==> src/rtl/mbe_pkg.sv <==
// Shared types, widths and helpers for the Mandelbrot escape-time core.
// No dependencies; every other RTL file except mbe_checker imports this package.
package mbe_pkg;

  // Countdown start value and output clip
  localparam int MAX_ITER    = 256;
  localparam int REM_W       = $clog2(MAX_ITER + 1);
  localparam int OUT_W       = 8;
  localparam int OUT_MAX     = 255;

  // Field and datapath widths
  localparam int COORD_W     = 32;
  localparam int FRAC_W      = 28;
  localparam int IDX_W       = 24;
  localparam int DIM_W       = 13;
  localparam int CFG_IDX_W   = 3;
  localparam int PROD_C_W    = DIM_W + COORD_W;
  localparam int PROD_R_W    = IDX_W + COORD_W;
  localparam int DIV_W       = PROD_R_W;
  localparam int STEP_W      = $clog2(DIV_W + 1);
  localparam int WIDE_W      = 66;
  localparam int MUL_W       = 2 * COORD_W;

  // Escape radius squared, as an integer part
  localparam int ESC_LIMIT   = 4;

  // Depth of the queue between front and back
  localparam int QDEPTH      = 2;

  typedef struct packed {
    logic [COORD_W-1:0] left_edge;
    logic [COORD_W-1:0] right_edge;
    logic [COORD_W-1:0] top_edge;
    logic [COORD_W-1:0] bottom_edge;
    logic [DIM_W-1:0]   image_width;
    logic [DIM_W-1:0]   image_height;
  } cfg_t;

  typedef struct packed {
    logic              go;
    logic [STEP_W-1:0] steps;
    logic [DIV_W-1:0]  dividend;
    logic [DIM_W-1:0]  divisor;
  } div_req_t;

  typedef struct packed {
    logic             done;
    logic [DIV_W-1:0] quot;
    logic [DIM_W-1:0] rmd;
  } div_resp_t;

  typedef struct packed {
    logic [COORD_W-1:0] c_re;
    logic [COORD_W-1:0] c_im;
  } point_t;

  // Clamp a wide signed value to the 32-bit Q4.28 range
  function automatic logic [COORD_W-1:0] sat32(input logic signed [WIDE_W-1:0] v);
    logic fits;
    fits = (&v[WIDE_W-1:COORD_W-1]) || (~|v[WIDE_W-1:COORD_W-1]);
    if (fits) begin
      return v[COORD_W-1:0];
    end else if (v[WIDE_W-1]) begin
      return {1'b1, {(COORD_W-1){1'b0}}};
    end else begin
      return {1'b0, {(COORD_W-1){1'b1}}};
    end
  endfunction

endpackage

==> src/rtl/mbe_div.sv <==
// Restoring radix-2 divider, one quotient bit per cycle, shared by the front.
// Depends on mbe_pkg (div_req_t, div_resp_t, widths).
module mbe_div (
  input  logic               clk,
  input  logic               rst_n,
  input  mbe_pkg::div_req_t  req,
  output mbe_pkg::div_resp_t resp
);
  import mbe_pkg::*;

  logic [DIV_W-1:0]  dq_r;
  logic [DIM_W-1:0]  rmd_r;
  logic [DIM_W-1:0]  dsr_r;
  logic [STEP_W-1:0] cnt_r;
  logic              busy_r;
  logic              done_r;
  logic [DIM_W:0]    trial;
  logic              fits;

  // Dividend arrives left-aligned; shift its top bit into the partial remainder
  assign trial = {rmd_r, dq_r[DIV_W-1]};
  assign fits  = trial >= {1'b0, dsr_r};

  always_ff @(posedge clk) begin
    if (!rst_n) begin
      busy_r <= 1'b0;
      done_r <= 1'b0;
      cnt_r  <= '0;
    end else begin
      done_r <= 1'b0;
      if (req.go) begin
        busy_r <= 1'b1;
        cnt_r  <= req.steps;
      end else if (busy_r) begin
        cnt_r <= cnt_r - STEP_W'(1);
        if (cnt_r == STEP_W'(1)) begin
          busy_r <= 1'b0;
          done_r <= 1'b1;
        end
      end
    end
  end

  always_ff @(posedge clk) begin
    if (req.go) begin
      dq_r  <= req.dividend;
      rmd_r <= '0;
      dsr_r <= req.divisor;
    end else if (busy_r) begin
      dq_r  <= {dq_r[DIV_W-2:0], fits};
      rmd_r <= fits ? DIM_W'(trial - {1'b0, dsr_r}) : trial[DIM_W-1:0];
    end
  end

  assign resp.done = done_r;
  assign resp.quot = dq_r;
  assign resp.rmd  = rmd_r;

endmodule

==> config.mk <==
export PLATFORM = sky130hd
export DESIGN_NAME = mbe_div
export DESIGN_NICKNAME = d
export VERILOG_FILES = /design/src/rtl/mbe_pkg.sv /design/src/rtl/mbe_div.sv
export SDC_FILE = /design/constraint.sdc
export NUM_CORES = 1
export LEC_CHECK = 0
export ABC_AREA = 1
export ABC_CLOCK_PERIOD_IN_PS = 2100
export BUFFER_PORTS_ARGS = -buffer_cell sky130_fd_sc_hd__buf_2
export CAP_MARGIN = 25
export CORE_MARGIN = 3
export CORE_UTILIZATION = 47
export CTS_CLUSTER_SIZE = 8
export DETAILED_ROUTE_END_ITERATION = 6
export PLACE_DENSITY = 0.88
export SYNTH_ARGS = -nofsm -noshare
export SYNTH_HDL_FRONTEND = slang
export SYNTH_SLANG_ARGS = --single-unit
==> constraint.sdc <==
create_clock -name clk -period 2.1 [get_ports clk]
set_clock_uncertainty 0.05 [all_clocks]
set_input_delay 0.315 -clock clk [delete_from_list [all_inputs] [get_ports clk]]
set_output_delay 0.315 -clock clk [all_outputs]
set_load 0.03 [all_outputs]
==> results_dict.tcl <==
set metrics [dict create \
    status "finished, final reports clean" \
    diodes 0 \
    fin_crit_sh_pct 96.9 \
    grt_pass1_wl_um 19000 \
    synth_area_um2 4770 \
    drt_iter0_drc 291 \
    layout_commonest_cell "nand2_1" \
    port_buffers 147 \
    die_height_um 107 \
    fillers 883 \
    p_leak_nw 3.14 \
    ff2ff_setup_slack_ns 0.07 \
    regArea_um2 2490 \
    fmax_mhz 492 \
    slowest_delay_ns 0.40 \
    coreArea_um2 9820 \
    gp_congestion 0.916 \
    slew_violations 0 \
    drive_above_1_share_pct 30.6 \
    tritoncts "yes" \
    postRouteWirelength_um 11900 \
    num_rows 36 \
    wire_per_inst_um 13.7 \
    grt_pass1_vias 4018 \
    final_cell_mix "nand2_1 (263), buf_2 (147), edfxtp_1 (69)" \
    slew_headroom_pct 60.9 \
    peakVddDrop_mv 0.448 \
    power_density_nw_per_um2 714 \
    num_vias 4293 \
    period_minus_slack_ns 2.03 \
    crit_top_cell "nand2_2" \
    die_x_um 107 \
    multi_input_area_um2 1950 \
    avgSynthCellArea_um2 8.23 \
    ios 148 \
    grt_max_degree 59 \
    clk_pin_slew_ns 0.09 \
    setup_tns_ns 0 \
    syn_nets 674 \
    fin_util_pct 60.9 \
    insertion_delay_ns 0.35 \
    synth_cell_types 34 \
    min_path_type "in2reg" \
    grt_overflow 0 \
    cp_num_cells 14 \
    drc 0 \
    synth_warnings 0 \
    hold_violations 0 \
    h-tree-depth 3 \
    firstDrtPassIters 6 \
    rsz0062_at_grt "true" \
    crit_path_cell_trace "inv_2, ha_4, inv_4, fa_2, nand2_2, nand2_2, nand3_2, nand2_2, nand2_4, nand3_4, buf_6, nand2_4, nand3_2, o21ai_1" \
    antenna_found_initial 0 \
    worst_pin_slew_ns 0.586 \
    worstSetupStartpoint "dq_r[55]" \
    final_nets 827 \
    crit_slowest_cell "edfxtp_1" \
    path_max_fanout 8 \
    crit_path_end_kind "flip-flop" \
    numCtsBuffers 9 \
    critPathKind "reg2reg" \
    max-cap-violations 0 \
    die_area_um2 11400 \
    cp.buffers_inverters 3 \
    ys_seq_area_share_pct 52.2 \
    post-place-cells 852 \
    r2r-end "rmd_r[3]" \
    grt_use_total_pct 21.0 \
    r2r_cells 14 \
    root_buffer "clkbuf_8" \
    synth-seq-cells 90 \
    clock-sinks 90 \
    netlist_instances 580 \
    setup_viol 0 \
    crit_path_start_kind "flip-flop" \
    clk_path_buf_depth 2 \
    endpoint "rmd_r[3]" \
    dp_hpwl_um 8830 \
    ant_nets 0 \
    area_growth_pct 25.3 \
    start_util_pct 48.6 \
    cp_top_family "simple AND/OR/NAND/NOR gates" \
    r2r_start "dq_r[55]" \
    cp.required_ns 2.33 \
    arrival_ns 2.26 \
    drt-vias-per-instance 4.93 \
    finalNonFillerCells 871 \
]
## how the worst min path moves through the flow
stage / start / to / slack [ns] / cells past startpoint
after global placement: cnt_r[3] / cnt_r[3] / 0.43 / 2
final: req[1] / dsr_r[1] / 0.09 / 1
after detailed placement: rmd_r[5] / rmd_r[5] / 0.43 / 2
after global routing: req[1] / dsr_r[1] / 0.06 / 1
after CTS: req[6] / dsr_r[6] / 0.07 / 1
after floorplan: rst_n / cnt_r[0] / 0.36 / 2
## cell families (layout without fill, tap and decap cells)
family          count (synthesis)  count (layout)  synth area share [%]
fa+ha+maj                      16              16                  4.35
compound gates                 21              21                  2.73
xor+xnor                        5               5                 0.918
buf+inv                        96             254                  8.20
simple gates                  352             352                  31.6
flops                          90              90                  52.2
## metal layers
layer	global-route usage (%)	wire length (µm)
met1	27.6	5090
met2	33.1	5590
met3	5.60	967
met4	8.40	283
met5	0	0
## cells in the mapped netlist
library cell	n	area share, %
nand3_1	30	3.1
xnor2_1	3	0.55
buf_4	2	0.31
inv_1	62	4.9
buf_12	1	0.42
a22oi_1	1	0.16
nor2_1	14	1.1
nor2_2	3	0.39
o21ai_2	1	0.18
a21oi_4	1	0.34
o21ai_0	4	0.42
a31oi_1	4	0.52
inv_2	10	0.79
ha_1	15	3.9
a211oi_1	1	0.16
buf_2	6	0.63
nand4_1	18	2.4
nand2_2	7	0.92
nor3_1	2	0.21
buf_1	6	0.47
o21ai_1	6	0.63
edfxtp_1	69	43
nor2_4	1	0.24
xor2_1	2	0.37
nand3_4	1	0.37
clkinv_1	3	0.24
nand4_2	1	0.26
a21oi_1	3	0.31
nor4_1	1	0.13
dfxtp_1	21	8.8
fa_1	1	0.42
clkbuf_1	6	0.47
nand2_1	267	21
nand3_2	7	1.5
## flip-flops by register name (all words and copies together) (netlist names)
name,cells
busy_r,1
rmd_r,13
dsr_r,13
dq_r,56
done_r,1
cnt_r,6
## through the flow
stage	hold WS [ns]	worst slack, ns	power [mW]	cell area, µm²
global route	0.0554	-0.0352	4.48	5980
finish	0.0864	0.0656	4.27	5980
CTS	0.0664	-0.0109	4.28	5900
detailed placement	0.431	0.0169	3.08	5680
global placement	0.425	0.0818	3.06	5680
floorplan	0.363	-0.109	2.78	4780
## where the power goes
group | internal (mW) | switching (mW)
logic | 0.272 | 0.605
clock network | 0.559 | 0.648
registers | 2.10 | 0.0845
## worst register-to-register path: cells and delay by family, from the launching register on
kind	cells	cell delay [ns]
simple gates	8	0.61
fa+ha+maj	2	0.53
flops	1	0.40
buf+inv	3	0.30
compound gates	1	0.08
## area by class of cell
type / count / area share (%)
clock inverters: 7 / 1.25
clock buffers: 9 / 2.07
inverters: 75 / 4.81
multi-input cells: 394 / 32.6
repair buffers: 163 / 14.8
well taps: 133 / 2.78
flip-flops and latches: 90 / 41.7
## what timing repair did
action / 4_1_cts / 5_1_grt
setup endpoints to repair: 7 / 14
resized for setup: 0 / 21
endpoints found under the hold margin: 0 / 0
setup buffers: 2 / 1
hold buffers: 0 / 0
pin swaps: 0 / 9
No activity file was read; power rests on OpenSTA's default activity.
