<file path="config.mk">
export PLATFORM = sky130hd
export DESIGN_NAME = mbe_queue
export DESIGN_NICKNAME = d
export VERILOG_FILES = /design/src/rtl/mbe_pkg.sv /design/src/rtl/mbe_queue.sv
export SDC_FILE = /design/constraint.sdc
export NUM_CORES = 1
export LEC_CHECK = 0
export BUFFER_PORTS_ARGS = -buffer_cell sky130_fd_sc_hd__buf_2
export CAP_MARGIN = 0
export CORE_ASPECT_RATIO = 1.1
export CORE_MARGIN = 2
export CORE_UTILIZATION = 56
export DETAILED_ROUTE_END_ITERATION = 8
export PLACE_DENSITY_LB_ADDON = 0.25
export SYNTH_ARGS = -nofsm -noshare
export SYNTH_HDL_FRONTEND = slang
export SYNTH_SLANG_ARGS = --single-unit
</file>
<file path="constraint.sdc">
create_clock -name clk -period 11.3 [get_ports clk]
set_clock_uncertainty 0.2 [all_clocks]
set_input_delay 0 -clock clk [delete_from_list [all_inputs] [get_ports clk]]
set_output_delay 0 -clock clk [all_outputs]
set_load 0.03 [all_outputs]
</file>
<file path="src/rtl/mbe_pkg.sv">
// Shared types, widths and helpers for the Mandelbrot escape-time core.
// No dependencies; every other RTL file except mbe_checker imports this package.
package mbe_pkg;

  // Countdown start value and output clip
  localparam int MAX_ITER    = 256;
  localparam int REM_W       = $clog2(MAX_ITER + 1);
  localparam int OUT_W       = 8;
  localparam int OUT_MAX     = 255;

  // Field and datapath widths
  localparam int COORD_W     = 32;
  localparam int FRAC_W      = 28;
  localparam int IDX_W       = 24;
  localparam int DIM_W       = 13;
  localparam int CFG_IDX_W   = 3;
  localparam int PROD_C_W    = DIM_W + COORD_W;
  localparam int PROD_R_W    = IDX_W + COORD_W;
  localparam int DIV_W       = PROD_R_W;
  localparam int STEP_W      = $clog2(DIV_W + 1);
  localparam int WIDE_W      = 66;
  localparam int MUL_W       = 2 * COORD_W;

  // Escape radius squared, as an integer part
  localparam int ESC_LIMIT   = 4;

  // Depth of the queue between front and back
  localparam int QDEPTH      = 2;

  typedef struct packed {
    logic [COORD_W-1:0] left_edge;
    logic [COORD_W-1:0] right_edge;
    logic [COORD_W-1:0] top_edge;
    logic [COORD_W-1:0] bottom_edge;
    logic [DIM_W-1:0]   image_width;
    logic [DIM_W-1:0]   image_height;
  } cfg_t;

  typedef struct packed {
    logic              go;
    logic [STEP_W-1:0] steps;
    logic [DIV_W-1:0]  dividend;
    logic [DIM_W-1:0]  divisor;
  } div_req_t;

  typedef struct packed {
    logic             done;
    logic [DIV_W-1:0] quot;
    logic [DIM_W-1:0] rmd;
  } div_resp_t;

  typedef struct packed {
    logic [COORD_W-1:0] c_re;
    logic [COORD_W-1:0] c_im;
  } point_t;

  // Clamp a wide signed value to the 32-bit Q4.28 range
  function automatic logic [COORD_W-1:0] sat32(input logic signed [WIDE_W-1:0] v);
    logic fits;
    fits = (&v[WIDE_W-1:COORD_W-1]) || (~|v[WIDE_W-1:COORD_W-1]);
    if (fits) begin
      return v[COORD_W-1:0];
    end else if (v[WIDE_W-1]) begin
      return {1'b1, {(COORD_W-1){1'b0}}};
    end else begin
      return {1'b0, {(COORD_W-1){1'b1}}};
    end
  endfunction

endpackage

</file>
<file path="src/rtl/mbe_queue.sv">
// Small FIFO of mapped points between the front and the back.
// Depends on mbe_pkg (point_t, QDEPTH).
module mbe_queue (
  input  logic            clk,
  input  logic            rst_n,
  input  logic            push,
  input  mbe_pkg::point_t push_data,
  output logic            full,
  input  logic            pop,
  output mbe_pkg::point_t pop_data,
  output logic            empty
);
  import mbe_pkg::*;

  localparam int PTR_W = $clog2(QDEPTH);
  localparam int CNT_W = $clog2(QDEPTH + 1);

  point_t           mem_r [QDEPTH];
  logic [PTR_W-1:0] wp_r;
  logic [PTR_W-1:0] rp_r;
  logic [CNT_W-1:0] cnt_r;
  logic             do_push;
  logic             do_pop;

  assign full     = (cnt_r == CNT_W'(QDEPTH));
  assign empty    = (cnt_r == '0);
  assign do_push  = push && !full;
  assign do_pop   = pop && !empty;
  assign pop_data = mem_r[rp_r];

  always_ff @(posedge clk) begin
    if (!rst_n) begin
      wp_r  <= '0;
      rp_r  <= '0;
      cnt_r <= '0;
    end else begin
      if (do_push) begin
        wp_r <= (wp_r == PTR_W'(QDEPTH - 1)) ? '0 : wp_r + PTR_W'(1);
      end
      if (do_pop) begin
        rp_r <= (rp_r == PTR_W'(QDEPTH - 1)) ? '0 : rp_r + PTR_W'(1);
      end
      if (do_push && !do_pop) begin
        cnt_r <= cnt_r + CNT_W'(1);
      end else if (do_pop && !do_push) begin
        cnt_r <= cnt_r - CNT_W'(1);
      end
    end
  end

  always_ff @(posedge clk) begin
    if (do_push) begin
      mem_r[wp_r] <= push_data;
    end
  end

endmodule

</file>
==> results_dict.tcl, run 1 <==
set metrics [dict create \
    busiest_layer "met2" \
    io_pins 134 \
    synth_top_area_cell "edfxtp_1" \
    ant_nets 0 \
    clk_path_buf_depth 2 \
    worstRegToRegCells 3 \
    drive_above_1_share_pct 49.2 \
    synth_area_leaders "edfxtp_1 (79%), mux2_2 (15%), dfxtp_1 (2.1%), buf_6 (1.4%), and2_1 (0.39%)" \
    avgSynthCellArea_sq_um 21.7 \
    die_area_sq_um 9460 \
    hold_depth 2 \
    yosysWarningCount 0 \
    synth-edff-count 128 \
    ys_seq_elements 133 \
    worstPathRequired_ns 11.10 \
    synth_cells 224 \
    vias 2929 \
    dp_cells 464 \
    ys.flop_type "edfxtp_1" \
    syn-cell-area_sq_um 4870 \
    gp_congestion 0.710 \
    grt_pass1_vias 3118 \
    diodes 0 \
    finalHoldViolCount 0 \
    finalSetupViolations 0 \
    utilization_pct 84.1 \
    max_freq_mhz 392 \
    multi_input_comb_area_sq_um 855 \
    ctsResizeCount 0 \
    cts_max_level 4 \
    cts_buffers 17 \
    overflow 0 \
    ys_seq_area_share_pct 81.0 \
    clock_latency_ns 0.50 \
    syn_to_final_growth_pct 45.1 \
    slew_violations 0 \
    min_period_ns 2.55 \
    finalSetupTns_ns 0 \
    portBuffers 133 \
    cts_root_buffer "clkbuf_8" \
    dpl.hpwl_mm 5.00 \
    startpoint_type "flop" \
    grt_usage_pct 22.0 \
    die_y_microns 102 \
    synthArstFlopShare_pct 0 \
    post_cts_buffers 0 \
    postLayoutCellArea_sq_um 7070 \
    use_met2_pct 40.7 \
    drt_pre_antenna_iters 4 \
    use_met3_pct 8.19 \
    period_share_pct 22.6 \
    instances_no_fill 583 \
    vias_per_cell 5.02 \
    synth_common_cells "edfxtp_1 (128), mux2_2 (64), buf_6 (6)" \
    cp_max_fo 46 \
    cap_violations 0 \
    die_w_microns 92.9 \
    worstHoldPathType "in -> reg" \
    syn_nets 293 \
    slew_headroom_pct 42.3 \
    start_util_pct 57.9 \
    status "complete, no violations" \
    grt_max_degree 66 \
    drt_iter0_markers 144 \
    p_leak_nw 2.70 \
    ir_drop_v 0.000186 \
    synth_top_area_share_pct 78.9 \
    clk_pin_slew_ns 0.06 \
    synth_most_common_cell "edfxtp_1" \
    grt_first_pass_wirelength_mm 15.0 \
    wl_per_cell_microns 17.3 \
    cts_sinks 133 \
    nets 529 \
    power-per-cell-area_nw_per_um2 231 \
    dpl_cell_area_sq_um 5630 \
    antenna_found_initial 0 \
    num_rows 35 \
    yosysUniqueCellTypes 21 \
    regArea_sq_um 3950 \
    worst_pin_slew_ns 0.865 \
    met1_usage_pct 22.1 \
    critPathKind "reg -> out" \
    drc 0 \
    cts_tree "built" \
    drt-total-wl_mm 10.1 \
    crit_arrival_ns 2.35 \
    core_area_sq_um 8410 \
    fillCellCount 428 \
    cp-end-kind "output port" \
    rsz0062_at_grt "no" \
]
==> path summary, 6_finish.rpt <==
check | start | to | slack [ns]
setup reg to reg | cnt_r[0] | mem_r[1][41] | 8.87
hold / removal | push_data[9] | mem_r[0][9] | 0.02
setup / recovery | flop | pop_data[13] | 8.75
hold reg to reg | cnt_r[1] | cnt_r[1] | 0.35
==> layout by cell type (no fill, tap or decap), drive strengths merged <==
cell type and n:
inv 3, clkinv 7, mux2 64, or3 1, bufinv 2, dfxtp 5
xnor2 2, nand2b 1, nor2 2, and3 1, buf 136, and2 3
ha 1, a21boi 2, o21a 1, nor3 1, clkinvlp 3, clkbuf 18
o21ai 2, edfxtp 128, xor2 1, dlygate4sd3 88
==> cells by family after synthesis <==
| family | count (synthesis) | share of synthesized area (%) |
|---|---|---|
| buf+inv | 9 | 1.64 |
| simple gates | 9 | 1.13 |
| mux | 64 | 14.8 |
| xor+xnor | 3 | 0.540 |
| flops | 133 | 81.0 |
| compound gates | 5 | 0.668 |
| fa+ha+maj | 1 | 0.257 |
==> critical path, stage by stage, from the launching register on <==
cell and delay, ns:
dfxtp_2 0.62, buf_4 0.59, mux2_2 0.42, buf_2 0.19
==> flip-flops by register name, indices dropped and copies added (netlist names), named ones only <==
name / flops
wp_r: 1
rp_r: 1
mem_r: 128
cnt_r: 2
==> through the flow <==
step / power (mW) / setup slack, ns / hold slack (ns)
after CTS: 1.63 / 8.71 / 0.000684
after global placement: 1.09 / 8.91 / -0.0125
after floorplan: 0.994 / 7.47 / -0.101
after detailed placement: 1.10 / 8.87 / -0.00889
after global routing: 1.69 / 8.60 / 0.00112
final: 1.63 / 8.75 / 0.0204
==> power by group <==
group          leakage (nW)  internal, mW  total, mW  switching [mW]
Combinational          1.20         0.178      0.475           0.297
Clock                 0.262         0.311      0.506           0.195
Sequential             1.24         0.621      0.650          0.0282
Total                  2.70          1.11       1.63           0.520
==> metal layers <==
metal	part of all wire (%)	wire, microns
met5	0	0
met4	2.2	226
met3	5.4	547
met2	56	5670
met1	36	3640
==> layout make-up <==
class,count,share of cell area [%]
Clock buffer,18,5.91
Clock inverter,13,1.91
Inverter,2,0.106
Multi-Input combinational cell,82,12.1
Sequential cell,133,55.8
Tap cell,111,1.96
Timing Repair Buffer,224,22.2
==> repair_timing <==
item	4_1_cts	5_1_grt
setup endpoints to repair	0	0
hold buffers	87	1
endpoints found under the hold margin	133	2
No activity file was read; power rests on OpenSTA's default activity.
==> run 2: changes to the inputs <==
Settings changed: CORE_UTILIZATION 56 to 47.
Clock period 11.3 ns to 2.3 ns, I/O delays scaled along.
==> run 2 against run 1 <==
Clock-buffer cell count grew 4. Largest power group unchanged. Sequential share of layout area shrank 0.42 points. Wire length shrank 5.8%.
==> results_dict.tcl, run 2 (synthesized netlist as in run 1, its figures left out) <==
set metrics [dict create \
    status "complete, no violations" \
    critPathKind "reg -> reg" \
    cp_max_fo 51 \
    cts_sinks 133 \
    finalHoldViolCount 0 \
    period_share_pct 91.3 \
    largestRegisters "mem_r: 128 flops, cnt_r: 2 flops" \
    top_register "mem_r" \
    min_period_ns 2.10 \
    dp_cells 476 \
    overflow 0 \
    cp_num_cells 6 \
    rsz0062_at_grt "no" \
    drt_pre_antenna_iters 4 \
    cts_buffers 17 \
    drc 0 \
    num_rows 38 \
    regArea_sq_um 3950 \
    path_buf_inv 3 \
    die_area_sq_um 11200 \
    ir_drop_v 0.000671 \
    gp_congestion 0.723 \
    drt-total-wl_mm 9.50 \
    cts_tree "built" \
    slew_violations 0 \
    grt_first_pass_wirelength_mm 14.7 \
    syn_to_final_growth_pct 46.3 \
    cp-end-kind "flop" \
    grt_pass1_vias 3087 \
    p_leak_nw 2.73 \
    start_util_pct 48.8 \
    crit_path_max_incr_delay_ns 0.54 \
    regToRegSetupSlack_ns 0.20 \
    worstRegToRegCells 6 \
    dpl_cell_area_sq_um 5710 \
    clock_latency_ns 0.50 \
    die_w_microns 101 \
    clk_pin_slew_ns 0.05 \
    crit_chain "nand2b_4 > inv_6 > nor3_4 > buf_12 > o21a_1 > dlygate4sd3_1" \
    postLayoutCellArea_sq_um 7130 \
    cts_root_buffer "clkbuf_8" \
    instances_no_fill 595 \
    finalSetupViolations 0 \
    diodes 0 \
    io_pins 134 \
    slew_headroom_pct 65.0 \
    clk_path_buf_depth 2 \
    max_freq_mhz 476 \
    vias_per_cell 4.86 \
    final_cell_mix "buf_2 (133), edfxtp_1 (128), dlygate4sd3_1 (90)" \
    drt_iter0_markers 93 \
    die_y_microns 111 \
    cts_max_level 4 \
    power-per-cell-area_nw_per_um2 1110 \
    startpoint_type "flop" \
    crit_arrival_ns 2.35 \
    hold_depth 2 \
    cp_slowest_cell "dlygate4sd3_1" \
    nets 534 \
    worstHoldPathType "in -> reg" \
    critical_path.top_delay_family "buffers and inverters" \
    grt_max_degree 52 \
    wl_per_cell_microns 16.0 \
    grt_usage_pct 17.4 \
    multi_input_comb_area_sq_um 862 \
    cap_violations 0 \
    portBuffers 133 \
    dpl.hpwl_mm 5.23 \
    mostFrequentLayoutCell "buf_2" \
    worst_pin_slew_ns 0.525 \
    fillCellCount 653 \
    vias 2891 \
    ant_nets 0 \
    drive_above_1_share_pct 49.1 \
    core_area_sq_um 9980 \
    worstPathRequired_ns 2.54 \
    largest_reg_flops 128 \
    antenna_found_initial 0 \
]
## run 2: final cells by class
cell class / instances / area share, %
timing repair buffer: 229 / 23.0
clock inverter: 7 / 1.18
tap: 120 / 2.11
inverter: 2 / 0.176
multi-input combinational: 82 / 12.1
clock buffer: 22 / 6.08
sequential: 133 / 55.4
## run 2: worst paths after layout
kind | start | end
setup / recovery | cnt_r[0] | wp_r
hold / removal | push_data[50] | mem_r[0][50]
setup reg to reg | cnt_r[0] | wp_r
hold reg to reg | cnt_r[1] | cnt_r[1]
## run 2: report_power, final
part | switching [mW] | total (mW) | internal (mW)
Combinational | 1.50 | 2.41 | 0.907
Sequential | 0.0899 | 3.14 | 3.05
Clock | 0.868 | 2.38 | 1.51
Total | 2.46 | 7.92 | 5.47
## run 2: what timing repair did
action                                 CTS  global route
endpoints found under the hold margin  235             0
resized for setup                        0             1
hold buffers                            91             0
setup endpoints to repair                0             1
buffers inserted                         0             0
## run 2: metal layers
| metal | routed length (microns) | track usage [%] |
|---|---|---|
| met4 | 120 | 7.66 |
| met2 | 4980 | 29.8 |
| met3 | 448 | 5.86 |
| met5 | 0 | 0 |
| met1 | 3950 | 19.5 |
## run 2: metrics by stage
stage	hold slack (ns)	worst slack (ns)	setup TNS, ns	utilization (%)	power, mW
global route	0.00552	0.113	0	71.4	8.26
finish	0.0238	0.200	0	71.4	7.92
global placement	-0.0135	0.644	0	57.2	5.45
floorplan	-0.101	-0.472	-30.57	-	4.90
detailed placement	-0.00933	0.585	0	57.2	5.47
CTS	0.000657	0.00756	0	71.5	8.01
==> run 3: changes to the inputs <==
Settings changed: GPL_TIMING_DRIVEN set to 0.
==> run 3 against run 2 <==
Wire length increased by 8.1%. Register-to-register slack gained 0.02 ns. Critical path depth down 1. Final cell count rose by 3.0%.
==> results_dict.tcl, run 3 (synthesized netlist as in run 1, its figures left out) <==
set metrics [dict create \
    status "complete, no violations" \
    dp_cells 481 \
    crit_chain "nand2b_4 > inv_6 > nor3_4 > buf_8 > buf_8" \
    finalSetupViolations 0 \
    worst_pin_slew_ns 0.910 \
    cts_sinks 133 \
    nets 549 \
    regToRegSetupSlack_ns 0.22 \
    cts_root_buffer "clkbuf_8" \
    dpl.hpwl_mm 5.75 \
    p_leak_nw 2.84 \
    io_pins 134 \
    diodes 0 \
    slew_headroom_pct 39.3 \
    crit_arrival_ns 2.10 \
    regArea_sq_um 3950 \
    ir_drop_v 0.000660 \
    cp-end-kind "flop" \
    die_w_microns 101 \
    num_rows 38 \
    grt_usage_pct 19.0 \
    wl_per_cell_microns 16.7 \
    die_area_sq_um 11200 \
    ant_nets 0 \
    largest_reg_flops 128 \
    startpoint_type "flop" \
    drive_above_1_share_pct 49.1 \
    pre_cts_slack_ns 0.215 \
    slew_violations 0 \
    antenna_found_initial 0 \
    min_period_ns 2.08 \
    drt-total-wl_mm 10.3 \
    mostFrequentLayoutCell "buf_2" \
    max_freq_mhz 481 \
    instances_no_fill 613 \
    grt_pass1_vias 3230 \
    largestRegisters "mem_r: 128 flops, cnt_r: 2 flops" \
    top_register "mem_r" \
    crit_path_max_incr_delay_ns 0.55 \
    worstRegToRegCells 5 \
    clk_pin_slew_ns 0.06 \
    power-per-cell-area_nw_per_um2 1130 \
    fillCellCount 647 \
    worstHoldPathType "in -> reg" \
    portBuffers 133 \
    grt_max_degree 65 \
    cp_num_cells 5 \
    drc 0 \
    gp_congestion 0.691 \
    overflow 0 \
    path_common_cell "buf_8" \
    drt_iter0_markers 105 \
    period_share_pct 90.4 \
    clk_path_buf_depth 2 \
    cap_violations 0 \
    grt_first_pass_wirelength_mm 15.6 \
    start_util_pct 48.8 \
    worstPathRequired_ns 2.32 \
    finalHoldViolCount 0 \
    drt_pre_antenna_iters 6 \
    vias_per_cell 4.81 \
    die_y_microns 111 \
    syn_to_final_growth_pct 51.5 \
    cts_max_level 4 \
    ctsResizeCount 0 \
    clock_latency_ns 0.51 \
    fin_ws_ns 0.220 \
    final_cell_mix "buf_2 (134), edfxtp_1 (128), dlygate4sd3_1 (100)" \
    path_buf_inv 3 \
    core_area_sq_um 9980 \
    cts_buffers 17 \
    hold_depth 2 \
    rsz0062_at_grt "no" \
    critPathKind "reg -> reg" \
    cp_max_fo 14 \
    multi_input_comb_area_sq_um 866 \
    cts_tree "built" \
    critical_path.top_delay_family "simple AND/OR/NAND/NOR gates" \
    vias 2950 \
    cp_slowest_cell "nor3_4" \
]
run 3: cell count changes in the layout (fill, tap and decap cells not counted), moves of 2 or more:
| cell | change |
|---|---|
| clkbuf_8 | +2 |
| buf_12 | -2 |
| clkinvlp_4 | +2 |
| dfxtp_1 | +2 |
| dlygate4sd3_1 | +10 |
| buf_8 | +2 |
| clkbuf_1 | -2 |
| dfxtp_2 | -2 |
| buf_6 | +6 |
| buf_4 | -4 |
| buf_16 | +2 |
run 3: area by class of cell:
cell class / count / area share, %
Timing Repair Buffer: 237 / 23.7
Inverter: 2 / 0.170
Clock inverter: 10 / 1.76
Sequential cell: 133 / 53.4
Multi-Input combinational cell: 82 / 11.7
Clock buffer: 22 / 6.14
Buffer: 7 / 0.983
Tap cell: 120 / 2.03
run 3: per-layer routing:
layer / GRT usage (%) / wire length [microns] / vias to the layer above
met5: 0 / 0 / -
met4: 8.56 / 212 / 0
met3: 5.86 / 457 / 15
met2: 34.4 / 5650 / 92
met1: 19.6 / 3940 / 1440
li1: - / - / 1403
run 3: repair_timing:
item                      in CTS  in global routing
hold endpoints to repair     170                  2
hold buffers                  99                  1
setup buffers                  0                  0
run 3: power by group:
| group | switching (mW) | total [mW] | internal [mW] |
|---|---|---|---|
| Clock | 0.927 | 2.62 | 1.70 |
| Sequential | 0.0916 | 3.14 | 3.05 |
| Combinational | 1.53 | 2.55 | 1.02 |
| Total | 2.55 | 8.31 | 5.76 |
run 3: final timing paths:
path | end | startpoint
hold / removal | mem_r[0][7] | push_data[7]
setup / recovery | mem_r[0][57] | cnt_r[0]
hold reg to reg | cnt_r[1] | cnt_r[1]
setup reg to reg | mem_r[0][57] | cnt_r[0]
run 3: metrics by stage:
stage | setup TNS [ns] | hold slack (ns) | total power [mW] | util (%) | area, sq um
final | 0 | 0.0177 | 8.31 | 73.9 | 7380
after global routing | 0 | 0.00658 | 8.65 | 73.9 | 7380
after CTS | 0 | 0.0000954 | 8.36 | 73.8 | 7370
after detailed placement | 0 | -0.00874 | 5.61 | 58.1 | 5800
after global placement | -95.12 | -0.0120 | 5.49 | 57.2 | 5710
after floorplan | -30.57 | -0.101 | 4.90 | - | 4890
